$ cat src/design/wal_pkg.sv
// ----------------------------------------------------------------------------
// wal_pkg: shared types and codes of the write-ahead log tracker
// Holds the table depth, the request, status and command codes, and the
// command and status structs exchanged by the controller and the datapath.
// ----------------------------------------------------------------------------
`default_nettype none

package wal_pkg;

  // Number of entries in the logged-block table.
  localparam int TABLE_DEPTH = 16;
  localparam int CNT_W = $clog2(TABLE_DEPTH + 1);
  localparam int IDX_W = (TABLE_DEPTH > 1) ? $clog2(TABLE_DEPTH) : 1;

  typedef logic [CNT_W-1:0] cnt_t;
  typedef logic [IDX_W-1:0] idx_t;

  // Register indexes on the configuration channel.
  localparam logic [1:0] REG_LOG_START = 2'd0;
  localparam logic [1:0] REG_LOG_SIZE  = 2'd1;
  localparam logic [1:0] REG_MAX_OP    = 2'd2;
  localparam logic [1:0] REG_HDR_BLKS  = 2'd3;

  // Request opcodes.
  localparam logic [1:0] OP_BEGIN = 2'd0;
  localparam logic [1:0] OP_END   = 2'd1;
  localparam logic [1:0] OP_WRITE = 2'd2;

  // Result status codes.
  localparam logic [2:0] ST_OK          = 3'd0;
  localparam logic [2:0] ST_WAIT        = 3'd1;
  localparam logic [2:0] ST_END_NO_BEG  = 3'd2;
  localparam logic [2:0] ST_NO_TXN      = 3'd3;
  localparam logic [2:0] ST_LOG_FULL    = 3'd4;

  // Device command codes.
  localparam logic [2:0] CMD_NONE      = 3'd0;
  localparam logic [2:0] CMD_COPY      = 3'd1;
  localparam logic [2:0] CMD_HDR_WRITE = 3'd2;
  localparam logic [2:0] CMD_INSTALL   = 3'd3;
  localparam logic [2:0] CMD_HDR_CLEAR = 3'd4;

  // Kind of result word the datapath builds.
  localparam logic [2:0] RES_SINGLE  = 3'd0;
  localparam logic [2:0] RES_COPY    = 3'd1;
  localparam logic [2:0] RES_HDR     = 3'd2;
  localparam logic [2:0] RES_INSTALL = 3'd3;
  localparam logic [2:0] RES_CLEAR   = 3'd4;

  // Controller to datapath commands.
  typedef struct packed {
    logic       latch_in;
    logic       rd_en;
    logic       idx_clr;
    logic       idx_inc;
    logic       open_inc;
    logic       open_dec;
    logic       tbl_wr;
    logic       count_clr;
    logic       load_out;
    logic [2:0] res_kind;
    logic [2:0] res_status;
    logic       res_pin;
  } wal_cmd_t;

  // Datapath to controller status.
  typedef struct packed {
    logic [1:0] opcode;
    logic       open_zero;
    logic       open_one;
    logic       begin_wait;
    logic       write_full;
    logic       count_zero;
    logic       match;
    logic       idx_last;
    logic       out_free;
  } wal_sts_t;

endpackage

`default_nettype wire

$ cat src/design/wal_ram.sv
// ----------------------------------------------------------------------------
// wal_ram: generic simple dual-port RAM
// One write port and one read port with a registered, enabled read.
// ----------------------------------------------------------------------------
`default_nettype none

module wal_ram #(
  parameter int WIDTH = 32,
  parameter int DEPTH = 16
) (
  input  wire logic                                         clk,
  input  wire logic                                         wr_en,
  input  wire logic [((DEPTH > 1) ? $clog2(DEPTH) : 1)-1:0] wr_addr,
  input  wire logic [WIDTH-1:0]                             wr_data,
  input  wire logic                                         rd_en,
  input  wire logic [((DEPTH > 1) ? $clog2(DEPTH) : 1)-1:0] rd_addr,
  output logic      [WIDTH-1:0]                             rd_data
);

  logic [WIDTH-1:0] mem [DEPTH];
  logic [WIDTH-1:0] rd_data_r;

  // Write port.
  always_ff @(posedge clk) begin
    if (wr_en) begin
      mem[wr_addr] <= wr_data;
    end
  end

  // Registered read, held while no new read is issued.
  always_ff @(posedge clk) begin
    if (rd_en) begin
      rd_data_r <= mem[rd_addr];
    end
  end

  assign rd_data = rd_data_r;

endmodule

`default_nettype wire

$ cat src/design/wal_datapath.sv
// ----------------------------------------------------------------------------
// wal_datapath: registers, table and result word of the log tracker
// Holds the configuration registers, the open-operation and entry counters,
// the logged-block table, the walk index and the output register.
// ----------------------------------------------------------------------------
`default_nettype none

module wal_datapath (
  input  wire logic              clk,
  input  wire logic              rst_n,
  // Configuration writes.
  input  wire logic              cfg_wr,
  input  wire logic [1:0]        cfg_index,
  input  wire logic [31:0]       cfg_data,
  // Request word.
  input  wire logic [1:0]        in_opcode,
  input  wire logic [31:0]       in_block_number,
  // Controller interface.
  input  wire wal_pkg::wal_cmd_t cmd,
  output wal_pkg::wal_sts_t      sts,
  // Result channel.
  output logic                   out_valid,
  input  wire logic              out_stall,
  output logic [2:0]             out_status,
  output logic [2:0]             out_command,
  output logic [31:0]            out_src_block,
  output logic [31:0]            out_dst_block,
  output logic [4:0]             out_entry_count,
  output logic                   out_pin_new,
  output logic                   out_unpin,
  output logic                   out_last
);

  // Configuration registers.
  logic [31:0] log_start_r;
  logic [6:0]  log_size_r;
  logic [5:0]  max_op_r;
  logic [2:0]  hdr_blocks_r;

  always_ff @(posedge clk) begin
    if (!rst_n) begin
      log_start_r  <= 32'd2;
      log_size_r   <= 7'd31;
      max_op_r     <= 6'd10;
      hdr_blocks_r <= 3'd1;
    end else if (cfg_wr) begin
      case (cfg_index)
        wal_pkg::REG_LOG_START: log_start_r  <= cfg_data;
        wal_pkg::REG_LOG_SIZE:  log_size_r   <= cfg_data[6:0];
        wal_pkg::REG_MAX_OP:    max_op_r     <= cfg_data[5:0];
        wal_pkg::REG_HDR_BLKS:  hdr_blocks_r <= cfg_data[2:0];
        default: ;
      endcase
    end
  end

  // Latched request.
  logic [1:0]  op_r;
  logic [31:0] blk_r;

  always_ff @(posedge clk) begin
    if (cmd.latch_in) begin
      op_r  <= in_opcode;
      blk_r <= in_block_number;
    end
  end

  // Counters and walk index.
  logic [5:0]      open_r;
  wal_pkg::cnt_t   count_r;
  wal_pkg::idx_t   idx_r;

  always_ff @(posedge clk) begin
    if (!rst_n) begin
      open_r  <= '0;
      count_r <= '0;
    end else begin
      if (cmd.open_inc) begin
        open_r <= open_r + 6'd1;
      end else if (cmd.open_dec) begin
        open_r <= open_r - 6'd1;
      end
      if (cmd.count_clr) begin
        count_r <= '0;
      end else if (cmd.tbl_wr) begin
        count_r <= count_r + wal_pkg::cnt_t'(1);
      end
    end
  end

  always_ff @(posedge clk) begin
    if (cmd.idx_clr) begin
      idx_r <= '0;
    end else if (cmd.idx_inc) begin
      idx_r <= idx_r + wal_pkg::idx_t'(1);
    end
  end

  // Logged-block table.
  logic [31:0] rd_data;

  wal_ram #(
    .WIDTH (32),
    .DEPTH (wal_pkg::TABLE_DEPTH)
  ) u_table (
    .clk     (clk),
    .wr_en   (cmd.tbl_wr),
    .wr_addr (count_r[wal_pkg::IDX_W-1:0]),
    .wr_data (blk_r),
    .rd_en   (cmd.rd_en),
    .rd_addr (idx_r),
    .rd_data (rd_data)
  );

  // Space checks: data area is log size less header blocks, may be negative.
  logic signed [14:0] area_s;
  logic signed [14:0] count_s;
  logic        [12:0] need_prod;
  logic signed [14:0] need_s;

  assign area_s    = $signed({8'd0, log_size_r}) - $signed({12'd0, hdr_blocks_r});
  assign count_s   = $signed(15'(count_r));
  assign need_prod = 13'({1'b0, open_r} + 7'd1) * 13'(max_op_r);
  assign need_s    = count_s + $signed({2'b00, need_prod});

  // Status toward the controller.
  logic out_valid_r;

  always_comb begin
    sts.opcode     = op_r;
    sts.open_zero  = (open_r == 6'd0);
    sts.open_one   = (open_r == 6'd1);
    sts.begin_wait = (open_r == 6'd63) || (need_s > area_s);
    sts.write_full = (count_r >= wal_pkg::cnt_t'(wal_pkg::TABLE_DEPTH)) ||
                     (count_s >= area_s);
    sts.count_zero = (count_r == '0);
    sts.match      = (rd_data == blk_r);
    sts.idx_last   = ((wal_pkg::cnt_t'(idx_r) + wal_pkg::cnt_t'(1)) == count_r);
    sts.out_free   = !out_valid_r || !out_stall;
  end

  // Log slot addresses.
  logic [31:0] slot_addr;
  assign slot_addr = log_start_r + 32'(hdr_blocks_r) + 32'(idx_r);

  // Result word construction.
  logic [2:0]  status_nxt;
  logic [2:0]  command_nxt;
  logic [31:0] src_nxt;
  logic [31:0] dst_nxt;
  logic [4:0]  ecount_nxt;
  logic        pin_nxt;
  logic        unpin_nxt;
  logic        last_nxt;

  always_comb begin
    status_nxt  = wal_pkg::ST_OK;
    command_nxt = wal_pkg::CMD_NONE;
    src_nxt     = '0;
    dst_nxt     = '0;
    ecount_nxt  = '0;
    pin_nxt     = 1'b0;
    unpin_nxt   = 1'b0;
    last_nxt    = 1'b0;
    case (cmd.res_kind)
      wal_pkg::RES_COPY: begin
        command_nxt = wal_pkg::CMD_COPY;
        src_nxt     = rd_data;
        dst_nxt     = slot_addr;
      end
      wal_pkg::RES_HDR: begin
        command_nxt = wal_pkg::CMD_HDR_WRITE;
        dst_nxt     = log_start_r;
        ecount_nxt  = 5'(count_r);
      end
      wal_pkg::RES_INSTALL: begin
        command_nxt = wal_pkg::CMD_INSTALL;
        src_nxt     = slot_addr;
        dst_nxt     = rd_data;
        unpin_nxt   = 1'b1;
      end
      wal_pkg::RES_CLEAR: begin
        command_nxt = wal_pkg::CMD_HDR_CLEAR;
        dst_nxt     = log_start_r;
        last_nxt    = 1'b1;
      end
      default: begin
        status_nxt = cmd.res_status;
        pin_nxt    = cmd.res_pin;
        last_nxt   = 1'b1;
      end
    endcase
  end

  // Output register.
  logic [2:0]  status_r;
  logic [2:0]  command_r;
  logic [31:0] src_r;
  logic [31:0] dst_r;
  logic [4:0]  ecount_r;
  logic        pin_r;
  logic        unpin_r;
  logic        last_r;

  always_ff @(posedge clk) begin
    if (!rst_n) begin
      out_valid_r <= 1'b0;
    end else if (cmd.load_out) begin
      out_valid_r <= 1'b1;
    end else if (!out_stall) begin
      out_valid_r <= 1'b0;
    end
  end

  always_ff @(posedge clk) begin
    if (cmd.load_out) begin
      status_r  <= status_nxt;
      command_r <= command_nxt;
      src_r     <= src_nxt;
      dst_r     <= dst_nxt;
      ecount_r  <= ecount_nxt;
      pin_r     <= pin_nxt;
      unpin_r   <= unpin_nxt;
      last_r    <= last_nxt;
    end
  end

  assign out_valid       = out_valid_r;
  assign out_status      = status_r;
  assign out_command     = command_r;
  assign out_src_block   = src_r;
  assign out_dst_block   = dst_r;
  assign out_entry_count = ecount_r;
  assign out_pin_new     = pin_r;
  assign out_unpin       = unpin_r;
  assign out_last        = last_r;

endmodule

`default_nettype wire

$ cat src/design/wal_ctrl.sv
// ----------------------------------------------------------------------------
// wal_ctrl: controller of the log tracker
// Sequences request decode, the duplicate search over the table and the
// commit run, and paces result words against the output register.
// ----------------------------------------------------------------------------
`default_nettype none

module wal_ctrl (
  input  wire logic              clk,
  input  wire logic              rst_n,
  input  wire logic              in_valid,
  output logic                   in_stall,
  input  wire wal_pkg::wal_sts_t sts,
  output wal_pkg::wal_cmd_t      cmd
);

  localparam logic [3:0] S_IDLE    = 4'd0;
  localparam logic [3:0] S_DECODE  = 4'd1;
  localparam logic [3:0] S_SRCH    = 4'd2;
  localparam logic [3:0] S_SCMP    = 4'd3;
  localparam logic [3:0] S_NEW     = 4'd4;
  localparam logic [3:0] S_CP_RD   = 4'd5;
  localparam logic [3:0] S_CP_EMIT = 4'd6;
  localparam logic [3:0] S_HDR     = 4'd7;
  localparam logic [3:0] S_IN_RD   = 4'd8;
  localparam logic [3:0] S_IN_EMIT = 4'd9;
  localparam logic [3:0] S_CLR     = 4'd10;

  logic [3:0] state_r;
  logic [3:0] state_nxt;

  always_ff @(posedge clk) begin
    if (!rst_n) begin
      state_r <= S_IDLE;
    end else begin
      state_r <= state_nxt;
    end
  end

  assign in_stall = (state_r != S_IDLE);

  // Next state and datapath commands.
  always_comb begin
    state_nxt      = state_r;
    cmd            = '0;
    cmd.res_kind   = wal_pkg::RES_SINGLE;
    cmd.res_status = wal_pkg::ST_OK;
    case (state_r)
      S_IDLE: begin
        if (in_valid) begin
          cmd.latch_in = 1'b1;
          state_nxt    = S_DECODE;
        end
      end
      S_DECODE: begin
        case (sts.opcode)
          wal_pkg::OP_BEGIN: begin
            if (sts.out_free) begin
              cmd.load_out   = 1'b1;
              cmd.res_status = sts.begin_wait ? wal_pkg::ST_WAIT : wal_pkg::ST_OK;
              cmd.open_inc   = !sts.begin_wait;
              state_nxt      = S_IDLE;
            end
          end
          wal_pkg::OP_END: begin
            if (sts.open_zero) begin
              if (sts.out_free) begin
                cmd.load_out   = 1'b1;
                cmd.res_status = wal_pkg::ST_END_NO_BEG;
                state_nxt      = S_IDLE;
              end
            end else if (sts.open_one && !sts.count_zero) begin
              // Last operation closed with entries logged: start the commit run.
              cmd.open_dec = 1'b1;
              cmd.idx_clr  = 1'b1;
              state_nxt    = S_CP_RD;
            end else if (sts.out_free) begin
              cmd.open_dec = 1'b1;
              cmd.load_out = 1'b1;
              state_nxt    = S_IDLE;
            end
          end
          wal_pkg::OP_WRITE: begin
            if (sts.write_full) begin
              if (sts.out_free) begin
                cmd.load_out   = 1'b1;
                cmd.res_status = wal_pkg::ST_LOG_FULL;
                state_nxt      = S_IDLE;
              end
            end else if (sts.open_zero) begin
              if (sts.out_free) begin
                cmd.load_out   = 1'b1;
                cmd.res_status = wal_pkg::ST_NO_TXN;
                state_nxt      = S_IDLE;
              end
            end else if (sts.count_zero) begin
              state_nxt = S_NEW;
            end else begin
              cmd.idx_clr = 1'b1;
              state_nxt   = S_SRCH;
            end
          end
          default: begin
            if (sts.out_free) begin
              cmd.load_out = 1'b1;
              state_nxt    = S_IDLE;
            end
          end
        endcase
      end
      // Duplicate search: read one entry, then compare it.
      S_SRCH: begin
        cmd.rd_en = 1'b1;
        state_nxt = S_SCMP;
      end
      S_SCMP: begin
        if (sts.match) begin
          if (sts.out_free) begin
            cmd.load_out = 1'b1;
            state_nxt    = S_IDLE;
          end
        end else if (sts.idx_last) begin
          state_nxt = S_NEW;
        end else begin
          cmd.idx_inc = 1'b1;
          state_nxt   = S_SRCH;
        end
      end
      // New entry: append to the table and report the pin.
      S_NEW: begin
        if (sts.out_free) begin
          cmd.tbl_wr   = 1'b1;
          cmd.load_out = 1'b1;
          cmd.res_pin  = 1'b1;
          state_nxt    = S_IDLE;
        end
      end
      // Commit run, copy phase.
      S_CP_RD: begin
        cmd.rd_en = 1'b1;
        state_nxt = S_CP_EMIT;
      end
      S_CP_EMIT: begin
        if (sts.out_free) begin
          cmd.load_out = 1'b1;
          cmd.res_kind = wal_pkg::RES_COPY;
          if (sts.idx_last) begin
            cmd.idx_clr = 1'b1;
            state_nxt   = S_HDR;
          end else begin
            cmd.idx_inc = 1'b1;
            state_nxt   = S_CP_RD;
          end
        end
      end
      S_HDR: begin
        if (sts.out_free) begin
          cmd.load_out = 1'b1;
          cmd.res_kind = wal_pkg::RES_HDR;
          state_nxt    = S_IN_RD;
        end
      end
      // Commit run, install phase.
      S_IN_RD: begin
        cmd.rd_en = 1'b1;
        state_nxt = S_IN_EMIT;
      end
      S_IN_EMIT: begin
        if (sts.out_free) begin
          cmd.load_out = 1'b1;
          cmd.res_kind = wal_pkg::RES_INSTALL;
          if (sts.idx_last) begin
            state_nxt = S_CLR;
          end else begin
            cmd.idx_inc = 1'b1;
            state_nxt   = S_IN_RD;
          end
        end
      end
      S_CLR: begin
        if (sts.out_free) begin
          cmd.load_out  = 1'b1;
          cmd.res_kind  = wal_pkg::RES_CLEAR;
          cmd.count_clr = 1'b1;
          state_nxt     = S_IDLE;
        end
      end
      default: begin
        state_nxt = S_IDLE;
      end
    endcase
  end

endmodule

`default_nettype wire

$ cat src/design/write_ahead_log_tracker.sv
// ----------------------------------------------------------------------------
// write_ahead_log_tracker: journal transaction tracker with group commit
// Takes begin, end and block-write requests and answers with status words
// and, on the final end of a transaction, a run of device commands.
// ----------------------------------------------------------------------------
// Usage:
//   Requests enter on the in_ channel (valid/stall); result words leave on
//   the out_ channel (valid/stall) and every request's final word has
//   out_last set. Registers are written on the cfg_ channel (valid/ready,
//   always ready); the user must do so only while the block is idle, as the
//   block itself does not enforce it. A request is taken in S_IDLE and decoded
//   in the next cycle; S_DECODE loads a single-word answer into the output
//   register once the output is free. A write with n logged entries walks the
//   table entry by entry (one read of its registered port, one compare) and
//   stops at a match. An end that commits n entries emits 2n+2 words; each
//   copy and install word takes a table read and then an emit, and the header
//   words are emitted directly. One request is in work at a time, and a new
//   one is taken in the cycle after its predecessor's last word is loaded.
//   Reset clears the counters, the control and the output valid, and loads the
//   register defaults; table contents are not cleared. A stalled output word
//   holds, and the controller waits before loading the next word.
// ----------------------------------------------------------------------------
`default_nettype none

module write_ahead_log_tracker (
  input  wire logic        clk,
  input  wire logic        rst_n,
  // Configuration channel.
  input  wire logic        cfg_valid,
  output logic             cfg_ready,
  input  wire logic [1:0]  cfg_index,
  input  wire logic [31:0] cfg_data,
  // Request channel.
  input  wire logic        in_valid,
  output logic             in_stall,
  input  wire logic [1:0]  in_opcode,
  input  wire logic [31:0] in_block_number,
  // Result channel.
  output logic             out_valid,
  input  wire logic        out_stall,
  output logic [2:0]       out_status,
  output logic [2:0]       out_command,
  output logic [31:0]      out_src_block,
  output logic [31:0]      out_dst_block,
  output logic [4:0]       out_entry_count,
  output logic             out_pin_new,
  output logic             out_unpin,
  output logic             out_last
);

  wal_pkg::wal_cmd_t cmd;
  wal_pkg::wal_sts_t sts;

  assign cfg_ready = 1'b1;

  // Controller.
  wal_ctrl u_ctrl (
    .clk      (clk),
    .rst_n    (rst_n),
    .in_valid (in_valid),
    .in_stall (in_stall),
    .sts      (sts),
    .cmd      (cmd)
  );

  // Datapath.
  wal_datapath u_datapath (
    .clk             (clk),
    .rst_n           (rst_n),
    .cfg_wr          (cfg_valid & cfg_ready),
    .cfg_index       (cfg_index),
    .cfg_data        (cfg_data),
    .in_opcode       (in_opcode),
    .in_block_number (in_block_number),
    .cmd             (cmd),
    .sts             (sts),
    .out_valid       (out_valid),
    .out_stall       (out_stall),
    .out_status      (out_status),
    .out_command     (out_command),
    .out_src_block   (out_src_block),
    .out_dst_block   (out_dst_block),
    .out_entry_count (out_entry_count),
    .out_pin_new     (out_pin_new),
    .out_unpin       (out_unpin),
    .out_last        (out_last)
  );

endmodule

`default_nettype wire

$ cat config.mk
export PLATFORM = sky130hd
export DESIGN_NAME = write_ahead_log_tracker
export DESIGN_NICKNAME = d
export VERILOG_FILES = /design/src/design/wal_pkg.sv /design/src/design/wal_ram.sv /design/src/design/wal_datapath.sv /design/src/design/wal_ctrl.sv /design/src/design/write_ahead_log_tracker.sv
export SDC_FILE = /design/constraint.sdc
export NUM_CORES = 1
export LEC_CHECK = 0
export ABC_CLOCK_PERIOD_IN_PS = 7100
export BUFFER_PORTS_ARGS = -buffer_cell sky130_fd_sc_hd__buf_2
export CORE_UTILIZATION = 58
export CTS_BUF_LIST = sky130_fd_sc_hd__clkbuf_8
export DETAILED_ROUTE_END_ITERATION = 6
export PLACE_DENSITY_LB_ADDON = 0.25
export RECOVER_POWER = 100
export REMOVE_ABC_BUFFERS = 1
export SYNTH_ARGS = -nofsm -noshare
export SYNTH_HDL_FRONTEND = slang
export SYNTH_SLANG_ARGS = --single-unit
$ cat constraint.sdc
create_clock -name clk -period 7.1 [get_ports clk]
set_clock_uncertainty 0.1 [all_clocks]
set_input_delay 1.775 -clock clk [delete_from_list [all_inputs] [get_ports clk]]
set_output_delay 1.775 -clock clk [all_outputs]
set_load 0.02 [all_outputs]
==> results of run 1 <==
-- flip-flops by register name (all words and copies together), names as in the netlist --
name,count
u_ctrl.state_r,4
u_datapath.blk_r,32
u_datapath.count_r,5
u_datapath.hdr_blocks_r,3
u_datapath.idx_r,4
u_datapath.log_size_r,7
u_datapath.log_start_r,32
u_datapath.max_op_r,6
u_datapath.op_r,2
u_datapath.open_r,6
u_datapath.out_command,3
u_datapath.out_dst_block,32
u_datapath.out_entry_count,5
u_datapath.out_last,1
u_datapath.out_pin_new,1
u_datapath.out_src_block,32
u_datapath.out_status,3
u_datapath.out_unpin,1
u_datapath.out_valid,1
u_datapath.u_table.mem,512
u_datapath.u_table.rd_data,32
-- cell usage after synthesis (6+ instances only) --
master | instances | share of area (%)
edfxtp_1 | 656 | 62
nand2_1 | 164 | 2.0
mux4_2 | 160 | 11
nor2_1 | 74 | 0.88
a21oi_1 | 68 | 1.1
dfxtp_1 | 68 | 4.3
ha_1 | 66 | 2.6
clkbuf_1 | 60 | 0.71
o21ai_0 | 57 | 0.90
inv_1 | 53 | 0.63
xor2_1 | 53 | 1.5
xnor2_1 | 47 | 1.3
nor2b_1 | 35 | 0.69
fa_1 | 27 | 1.7
buf_2 | 24 | 0.38
nor4_1 | 23 | 0.46
o21ai_1 | 23 | 0.36
and2_1 | 21 | 0.42
mux2i_1 | 21 | 0.67
nand3_1 | 21 | 0.33
nor3_1 | 19 | 0.30
a221o_1 | 15 | 0.48
and3_1 | 15 | 0.30
nand2b_1 | 11 | 0.22
nand4_1 | 10 | 0.20
o21a_1 | 10 | 0.24
a21o_1 | 9 | 0.21
buf_1 | 6 | 0.071
o211a_1 | 6 | 0.19
or3_1 | 6 | 0.12
-- per-stage QoR --
step / cell area, sq um / power (mW) / hold WS (ns)
2_1_floorplan: 31200 / 5.23 / 0.347
3_3_place_gp: 33200 / 5.38 / 0.371
3_5_place_dp: 33200 / 5.40 / 0.371
4_1_cts: 35400 / 8.71 / 0.382
5_1_grt: 35100 / 8.94 / 0.401
6_report: 35100 / 8.66 / 0.386
-- where the power goes --
group,total (mW),switching (mW),internal [mW]
combinational,0.472,0.276,0.196
clock,3.36,1.61,1.75
sequential,4.83,0.0979,4.74
-- kinds of logic after synthesis --
kind of cell	share of synthesized area (%)
flip-flops	66.7
AND/OR/NAND/NOR	7.13
AO/OA/AOI/OAI	4.91
multiplexers	12.2
buffers and inverters	1.93
XOR/XNOR	2.78
adder cells (fa/ha/maj)	4.33
other	0.0119
-- critical path, delay by kind of cell (launching register included) --
family	cells	cell delay (ns)
buf+inv	3	0.27
flops	1	0.38
xor+xnor	2	0.22
simple gates	7	1.74
fa+ha+maj	6	2.49
compound gates	7	1.44
-- cell type report --
class / count / area, sq um / area share, %
repair buffers: 190 / 845 / 2.40
clock inverters: 93 / 583 / 1.66
well taps: 696 / 871 / 2.48
clock buffers: 116 / 1600 / 4.55
inverters: 56 / 210 / 0.598
flip-flops and latches: 724 / 21100 / 60.0
multi-input cells: 1060 / 9940 / 28.3
diodes: 2 / 5.00 / 0.0142
-- what timing repair did --
item	4_1_cts	5_1_grt
pin swaps	0	8
endpoints found under the hold margin	0	0
gates resized for setup	2	17
buffers inserted	0	2
endpoints found under the setup margin	4	7
-- metal layers --
metal	vias up	global-route usage, %
met1	9242	37.9
met5	-	0
met2	888	43.0
li1	7954	-
met4	0	7.84
met3	108	6.30
-- worst min-delay path by stage --
stage,cells past startpoint,slack (ns),start,end
after floorplan,2,0.35,u_datapath.log_size_r[2],u_datapath.log_size_r[2]
after global placement,2,0.37,u_datapath.log_start_r[3],u_datapath.log_start_r[3]
after detailed placement,2,0.37,u_datapath.log_start_r[4],u_datapath.log_start_r[4]
after CTS,2,0.38,u_datapath.log_start_r[3],u_datapath.log_start_r[3]
after global routing,2,0.40,u_datapath.log_start_r[4],u_datapath.log_start_r[4]
final,2,0.39,u_datapath.log_start_r[3],u_datapath.log_start_r[3]
==> summary.txt, run 1 <==
Routing
  • Vias: around 18k
  • Met2 wire length: 35600 um
  • Wire per inst: 25.3 um
  • Wl on met1: 30200 um
  • Final wirelength: 74300 um
  • Metal3 WL: 7090 um
  • TritonRoute pass-1 iters: 6
  • Top sig layer: met4
  • Remaining DRCs: 0
  • Initial DRC count: between 1.5k and 2k
  • Final antenna-violating net count: 0
  • Via density: 6.19

CTS
  • Skew-Pair Late Insertion Delay: approximately 0.72 ns
  • Deepest clock path buffer count: 3
  • CTS tree: done
  • Clock sinks: 724
  • Clock Pin Slew Worst Setup and Hold Paths: 0.06 ns
  • CTS Root Cell: clkbuf_8
  • Num CTS Buffers: between 100 and 150
  • Hold-fix buffers, CTS: 0
  • # H-tree levels: 3

Setup path
  • Critical Path Start: u_datapath.open_r[0]
  • Crit path kind: reg -> reg
  • Reg2Reg Launch Point: u_datapath.open_r[0]
  • Crit path arrival time: 7.26 ns
  • CP max stage cell: fa_1
  • Critical Path Fanout Max: 10
  • R2r worst-path depth: 25
  • R2R Setup Slk: approximately 0.35 ns
  • Crit path to: u_datapath.open_r[5]
  • Reg2reg end: u_datapath.open_r[5]
  • Critical Path Sink Type: flip-flop
  • Crit path launch type: flip-flop
  • Critical Path RT: 7.61 ns
  • Crit-path most repeated cell: fa_1
  • CP peak stage delay: between 0.5 and 0.6 ns

Global routing
  • Largest net degree at the start of global routing: 70
  • First-pass GRT wire length: 111000 um
  • Vias in the first global route: about 18k
  • Grt ovf: 0
  • All-layer global routing usage: around 27%
  • Initial antenna violation count: 2

Timing
  • Achievable frequency: 0.148 GHz
  • Max Slew Vio Count: 670
  • Final min period: between 6 and 7 ns
  • Unrepaired setup endpoints after global routing: no
  • Relative slew slack: -183%
  • Worst setup margin: around 0.35 ns
  • Final Hold Fails: 0
  • Final Cycle Share: 95.0%
  • Final Setup Violations: 0
  • Worst slew pin tran: 4.24 ns
  • Fin Setup TNS: 0 ns

Placed design
  • Place WS: -0.0501 ns
  • Routability cong.: 0.884
  • Port buffer count: 152
  • Hpwl dp: 46100 um
  • Placed Cells: 2724

Floorplan
  • Initial core utilization: 58.6%
  • Die height: 235 um
  • Die width: 235 um
  • Die area: roughly 55000 sq um
  • CORE AREA: 53800 sq um
  • Io pins: 154
  • # rows: 85

Cells and area
  • Final design utilization: 65.3%
  • Fin cells: 2937
  • Commonest non-fill, non-tap cell in the layout: edfxtp_1
  • Layout cells sized above 1: 18.8%
  • Area Overhead vs Synth: 11.3%
  • Number of fill cells: 3753
  • Layout Nets: 2311
  • Commonest non-fill, non-tap cells in the layout: 656 x edfxtp_1, 163 x nand2_1, 160 x mux4_2

Yosys
  • Synth Register Bits: 724
  • Yosys Warn Count: 0
  • Synth unique cells: 81
  • EDFF count, synth: 656
  • Seq/Total Area, Yosys: 66.7%
  • Ys async rst share: 0%
  • Syn Inst Count: ~1.9k
  • Top_reg_cell synth: edfxtp_1
  • Cell Area, Synth: 31600 sq um
  • Synthesized area per cell: 16.3 sq um

Flow run
  • Max_cap viols: 28

Power and ir drop
  • Maximum vdd drop: 0.187 mV
  • Pleak: 12.0 nW
  • Pwr dens: 247 nW/um^2

Outcome
  • Failing checks: capacitance limit, slew limit
  • Status: finished with violations

Min path
  • HP Class: reg -> reg
(Power assumes the default switching activity.)
==> run 2: changes to the inputs <==
--- a/config.mk
+++ b/config.mk
@@ -11,7 +11,7 @@
 export CTS_BUF_LIST = sky130_fd_sc_hd__clkbuf_8
 export DETAILED_ROUTE_END_ITERATION = 6
 export PLACE_DENSITY_LB_ADDON = 0.25
-export RECOVER_POWER = 100
+export RECOVER_POWER = 50
 export REMOVE_ABC_BUFFERS = 1
 export SYNTH_ARGS = -nofsm -noshare
 export SYNTH_HDL_FRONTEND = slang
==> run 2 against run 1 <==
The run still ends with capacitance limit, slew limit left. Sequential power about the same. Core utilization up 0.44 points. Register-to-register slack about the same. Critical path depth did not move. Wire length fell by 0.23%. First-iteration DRC count fell by 0.64%. Non-clock buffer count stayed put. Global-route usage stayed put.
==> summary.txt, run 2 (synthesis results as in run 1) <==
Outcome
  • Status: finished with violations
  • Failing checks: capacitance limit, slew limit

CTS
  • # H-tree levels: 3 (unchanged)
  • CTS Root Cell: clkbuf_8
  • Hold-fix buffers, CTS: 0 (unchanged)
  • Num CTS Buffers: 113 (unchanged)
  • Deepest clock path buffer count: 3 (unchanged)
  • Skew-Pair Late Insertion Delay: 0.73 ns (about the same)
  • Clock sinks: 724 (unchanged)
  • Clock Pin Slew Worst Setup and Hold Paths: 0.06 ns (about the same)
  • CTS tree: done

Setup path
  • R2R Setup Slk: 0.35 ns (about the same)
  • Critical Path Sink Type: flip-flop
  • Crit path arrival time: 7.25 ns (about the same)
  • Crit path kind: reg -> reg
  • Reg2reg end: u_datapath.open_r[5]
  • Reg2Reg Launch Point: u_datapath.open_r[0]
  • Critical Path Fanout Max: 10 (unchanged)
  • R2r worst-path depth: 25 (unchanged)
  • Critical Path Start: u_datapath.open_r[0]
  • Critical Path RT: 7.60 ns (about the same)
  • Crit path launch type: flip-flop

Min path
  • HP Start: u_datapath.log_start_r[0]
  • Min-Delay Endpoint: u_datapath.log_start_r[0]
  • Min-Delay Path Depth: 2 (unchanged)
  • HP Class: reg -> reg

Placed design
  • Hpwl dp: 46100 um (unchanged)
  • Routability cong.: 0.884 (unchanged)
  • Placed Cells: 2724 (unchanged)
  • Place WS: -0.0501 ns (unchanged)
  • Port buffer count: 152 (unchanged)

Routing
  • Wire per inst: 25.2 um (-0.23%)
  • Via density: 6.20 (+0.16%)
  • TritonRoute pass-1 iters: 5 (-1)
  • Initial DRC count: 1866 (-0.64%)
  • Vias: 18.2k (+0.16%)
  • Remaining DRCs: 0 (unchanged)
  • Final antenna-violating net count: 0 (unchanged)
  • Final wirelength: 74100 um (-0.23%)

Cells and area
  • Commonest non-fill, non-tap cells in the layout: 656 x edfxtp_1, 163 x nand2_1, 160 x mux4_2
  • Area Overhead vs Synth: 12.1%
  • Max FFs per register: 512 (unchanged)
  • Top reg by flops: u_datapath.u_table.mem
  • Commonest non-fill, non-tap cell in the layout: edfxtp_1
  • Layout Nets: 2311 (unchanged)
  • Fin cells: 2937 (unchanged)
  • Layout cells sized above 1: 21.8% (+2.9 points)

Global routing
  • Grt ovf: 0 (unchanged)
  • First-pass GRT wire length: 111000 um (unchanged)
  • All-layer global routing usage: 27.1% (unchanged)
  • Vias in the first global route: 18.3k (unchanged)
  • Largest net degree at the start of global routing: 70 (unchanged)
  • Initial antenna violation count: 2 (unchanged)

Power and ir drop
  • Pleak: 12.1 nW (+1.6%)
  • Total Power: 8.66 mW (about the same)
  • Maximum vdd drop: 0.186 mV (-0.33%)
  • Pwr dens: 245 nW/um^2 (-0.69%)

Timing
  • Relative slew slack: -185% (-2.0 points)
  • Final Hold Fails: 0 (unchanged)
  • Worst slew pin tran: 4.27 ns (+0.0304 ns)
  • Achievable frequency: 0.148 GHz (about the same)
  • Unrepaired setup endpoints after global routing: no
  • Worst setup margin: 0.352 ns (-0.000769 ns)
  • Final min period: 6.75 ns (+0.000769 ns)
  • Final Setup Violations: 0 (unchanged)
  • Max Slew Vio Count: 105 (-84%)
  • Final Cycle Share: 95.0% (about the same)

Floorplan
  • Initial core utilization: 58.6% (unchanged)
  • Die height: 235 um (unchanged)
  • Die area: 55300 sq um (unchanged)
  • Die width: 235 um (unchanged)
  • # rows: 85 (unchanged)
  • Io pins: 154 (unchanged)
  • CORE AREA: 53800 sq um (unchanged)

Flow run
  • Max_cap viols: 4 (-86%)
==> run 2: cell types whose count changed in the layout (fill, tap and decap cells not counted), sizes merged <==
cell    change
buf        +50
clkbuf     -50
==> run 2: where the power goes <==
| part | internal [mW] | total [mW] | switching (mW) | leakage (nW) |
|---|---|---|---|---|
| Sequential | 4.74 | 4.83 | 0.0974 | 6.51 |
| Combinational | 0.200 | 0.476 | 0.276 | 4.39 |
| Clock | 1.75 | 3.35 | 1.61 | 1.25 |
| Total | 6.68 | 8.66 | 1.98 | 12.1 |
==> run 2: what timing repair did <==
| action | 4_1_cts | 5_1_grt |
|---|---|---|
| resized for setup | 2 | 17 |
| endpoints found under the setup margin | 4 | 7 |
| setup buffers | 0 | 2 |
| hold endpoints to repair | 0 | 0 |
| pin swaps | 0 | 8 |
==> run 2: worst max-delay path: stages (launching register included) <==
cell       delay, ns
dfxtp_4         0.38
ha_2            0.22
nor2b_1         0.15
or2_4           0.26
and2_1          0.18
fa_1            0.50
fa_1            0.57
inv_1           0.06
fa_1            0.54
inv_1           0.04
ha_1            0.33
o21a_1          0.20
o21a_1          0.17
o32ai_2         0.16
xor2_1          0.13
or4_4           0.54
nor3b_2         0.22
xor2_1          0.09
ha_1            0.33
and3_2          0.23
o2111ai_1       0.10
o21bai_2        0.23
a211o_1         0.36
buf_4           0.16
and3_1          0.16
a211oi_1        0.22
==> run 2: how the worst max path moves through the flow <==
stage / to / slack, ns / cells past startpoint
after floorplan: u_datapath.out_dst_block[23] / -1.0 / 9
after global placement: u_datapath.open_r[3] / 0.08 / 24
after detailed placement: u_datapath.open_r[3] / -0.05 / 24
after CTS: u_datapath.out_status[0] / 0.02 / 25
after global routing: u_datapath.out_status[0] / 0.004 / 27
final: u_datapath.open_r[5] / 0.35 / 25
==> run 2: per-layer routing <==
metal / vias to the layer above / GRT usage, % / share of wire [%]
met4: 0 / 7.84 / 2.1
met5: - / 0 / 0
met1: 9276 / 37.9 / 42
met2: 865 / 43.0 / 47
met3: 120 / 6.30 / 8.8
li1: 7960 / - / -
==> run 2: stage by stage <==
| step | hold WS, ns | TNS, ns | util (%) | area (sq um) |
|---|---|---|---|---|
| floorplan | 0.347 | -31.74 | - | 31200 |
| global placement | 0.371 | 0 | 61.7 | 33200 |
| detailed placement | 0.371 | -0.0990 | 61.7 | 33200 |
| CTS | 0.382 | 0 | 65.8 | 35400 |
| global route | 0.401 | 0 | 65.7 | 35400 |
| finish | 0.388 | 0 | 65.7 | 35400 |
==> run 2: area by class of cell <==
cell class	count	area, sq um
diodes	2	5.00
clock buffers	116	1600
clock inverters	93	583
inverters	56	210
flip-flops and latches	724	21100
fillers	3700	18400
well taps	696	871
multi-input cells	1060	10100
repair buffers	190	951
==> run 3: changes to the inputs <==
--- a/config.mk
+++ b/config.mk
@@ -10,7 +10,7 @@
 export CORE_UTILIZATION = 58
 export CTS_BUF_LIST = sky130_fd_sc_hd__clkbuf_8
 export DETAILED_ROUTE_END_ITERATION = 6
-export PLACE_DENSITY_LB_ADDON = 0.25
+export PLACE_DENSITY = 0.75
 export RECOVER_POWER = 50
 export REMOVE_ABC_BUFFERS = 1
 export SYNTH_ARGS = -nofsm -noshare
==> run 3 against run 2 <==
The flow still finishes with violations (capacitance limit, slew limit). Critical path type unchanged. Count of clock-buffer cells in the layout is 1 lower. Via count is 1.0% higher. Sequential power hardly changed.
==> summary.txt, run 3 (synthesis results as in run 1) <==
Outcome
  • Status: finished with violations
  • Failing checks: capacitance limit, slew limit

Global routing
  • Grt ovf: 0 (unchanged)
  • Largest net degree at the start of global routing: 69 (-1.4%)
  • All-layer global routing usage: 27.6% (+0.55 points)
  • Initial antenna violation count: 1 (-1)
  • First-pass GRT wire length: 113000 um (+1.7%)
  • Vias in the first global route: 18.2k (-0.57%)

Timing
  • Max Slew Vio Count: 134 (+28%)
  • Unrepaired setup endpoints after global routing: no
  • Final min period: 6.77 ns (+0.0252 ns)
  • Relative slew slack: -132% (+53 points)
  • Worst slew pin tran: 3.47 ns (-0.800 ns)
  • Worst setup margin: 0.326 ns (-0.0252 ns)
  • Final Setup Violations: 0 (unchanged)
  • Final Cycle Share: 95.4% (+0.36 points)
  • Achievable frequency: 0.148 GHz (-0.37%)
  • Final Hold Fails: 0 (unchanged)

Placed design
  • Port buffer count: 152 (unchanged)
  • Hpwl dp: 46500 um (+0.90%)
  • Place WS: 0.0895 ns (+0.140 ns)
  • Routability cong.: 0.856 (-3.1%)

CTS
  • Num CTS Buffers: 108 (-4.4%)
  • # H-tree levels: 3 (unchanged)
  • Skew-Pair Late Insertion Delay: 0.73 ns (about the same)
  • CTS tree: done
  • Deepest clock path buffer count: 3 (unchanged)
  • CTS Root Cell: clkbuf_8
  • Clock sinks: 724 (unchanged)
  • Clock Pin Slew Worst Setup and Hold Paths: 0.06 ns (about the same)
  • Hold-fix buffers, CTS: 0 (unchanged)

Floorplan
  • # rows: 85 (unchanged)
  • Die area: 55300 sq um (unchanged)
  • Die height: 235 um (unchanged)
  • Io pins: 154 (unchanged)
  • Initial core utilization: 58.6% (unchanged)
  • Die width: 235 um (unchanged)
  • CORE AREA: 53800 sq um (unchanged)

Routing
  • Final antenna-violating net count: 0 (unchanged)
  • Remaining DRCs: 0 (unchanged)
  • Initial DRC count: 1892 (+1.4%)
  • Final wirelength: 75800 um (+2.3%)
  • Via density: 6.30 (+1.5%)
  • TritonRoute pass-1 iters: 6 (+1)
  • Vias: 18.4k (+1.0%)
  • Wire per inst: 25.9 um (+2.8%)

Cells and area
  • Multi-input logic area: 10100 sq um (about the same)
  • Layout Nets: 2306 (-0.22%)
  • Commonest non-fill, non-tap cell in the layout: edfxtp_1
  • Number of fill cells: 3673 (-0.73%)
  • Area Overhead vs Synth: 11.5%
  • Commonest non-fill, non-tap cells in the layout: 656 x edfxtp_1, 163 x nand2_1, 160 x mux4_2
  • Max FFs per register: 512 (unchanged)
  • Top reg by flops: u_datapath.u_table.mem
  • Register area: 21100 sq um (about the same)
  • # diodes: 0 (-2)
  • Layout cells sized above 1: 21.7% (-0.097 points)
  • Final design utilization: 65.4% (-0.33 points)

Setup path
  • Critical Path Sink Type: flip-flop
  • Critical Path Fanout Max: 7 (-3)
  • Crit path kind: reg -> reg
  • Critical Path RT: 7.66 ns (+0.06 ns)
  • Crit path launch type: flip-flop
  • Crit path arrival time: 7.33 ns (+0.08 ns)

Power and ir drop
  • Pleak: 12.1 nW (-0.15%)
  • Pwr dens: 240 nW/um^2 (-2.0%)
  • Comb power frac: 5.5% (about the same)
  • Maximum vdd drop: 0.180 mV (-3.4%)
  • Cell Int Power: 6.50 mW (-2.7%)
  • Switching share of power: 23.0% (+0.14 points)
  • Clock network fraction of design power: 37.1% (-1.6 points)
  • P_sw: 1.94 mW (-1.9%)
  • Seq pwr share: 57.3% (+1.5 points)

Flow run
  • Max_cap viols: 4 (unchanged)

Min path
  • HP Class: reg -> reg
[run 3: power by group through the flow]
stage	combinational (mW)	clock (mW)	sequential, mW
floorplan	0.278	0	4.96
global placement	0.459	0	4.92
detailed placement	0.465	0	4.93
CTS	0.469	3.18	4.84
global route	0.508	3.34	4.85
finish	0.468	3.14	4.84
[run 3: metal layers]
layer  GRT usage [%]  part of all wire (%)  vias up
li1                -                     -     7958
met1            40.0                    41     9272
met2            43.0                    47     1036
met3            6.06                    10      140
met4            7.49                   2.1        2
met5               0                0.0092        -
[run 3: final timing paths]
kind | from | to | slack, ns | cells past startpoint
worst min register to register | u_datapath.log_start_r[3] | u_datapath.log_start_r[3] | 0.38 | 2
worst max register to register | u_datapath.open_r[1] | u_datapath.open_r[3] | 0.33 | 25
worst min-delay path | u_datapath.log_start_r[3] | u_datapath.log_start_r[3] | 0.38 | 2
worst max-delay path | u_datapath.open_r[1] | u_datapath.open_r[3] | 0.33 | 25
[run 3: worst max-delay path: stages, from the launching register on]
cell	delay (ns)
dfxtp_1	0.35
ha_2	0.24
nand3_1	0.19
xor2_4	0.30
nor2b_1	0.10
fa_1	0.52
inv_1	0.05
fa_1	0.48
fa_1	0.55
inv_1	0.04
ha_1	0.34
nor2b_1	0.17
o31a_1	0.26
o21a_1	0.20
o21a_1	0.18
or4_4	0.50
nor3b_2	0.19
xor2_1	0.09
ha_1	0.33
and3_2	0.23
o2111ai_1	0.10
o21bai_1	0.21
a211o_1	0.39
nand2_2	0.15
mux2_2	0.35
nor2_2	0.07
[run 3: area by class of cell]
cell class / count / area share [%]
flip-flops and latches: 724 / 59.9
clock inverters: 81 / 1.17
inverters: 56 / 0.597
clock buffers: 115 / 4.50
repair buffers: 190 / 2.76
well taps: 696 / 2.47
multi-input cells: 1060 / 28.6
[run 3: per-stage QoR]
step	total power [mW]	hold slack (ns)	cell area, sq um	TNS [ns]	cells
finish	8.45	0.379	35200	0	2922
global route	8.70	0.404	35200	0	2922
CTS	8.49	0.380	35200	0	2920
detailed placement	5.39	0.370	33200	0	2724
global placement	5.38	0.369	33200	0	2724
floorplan	5.23	0.347	31200	-31.74	1840
[run 3: what timing repair did]
item | CTS | global route
setup endpoints to repair | 0 | 7
resized for setup | 0 | 13
buffers inserted | 0 | 2
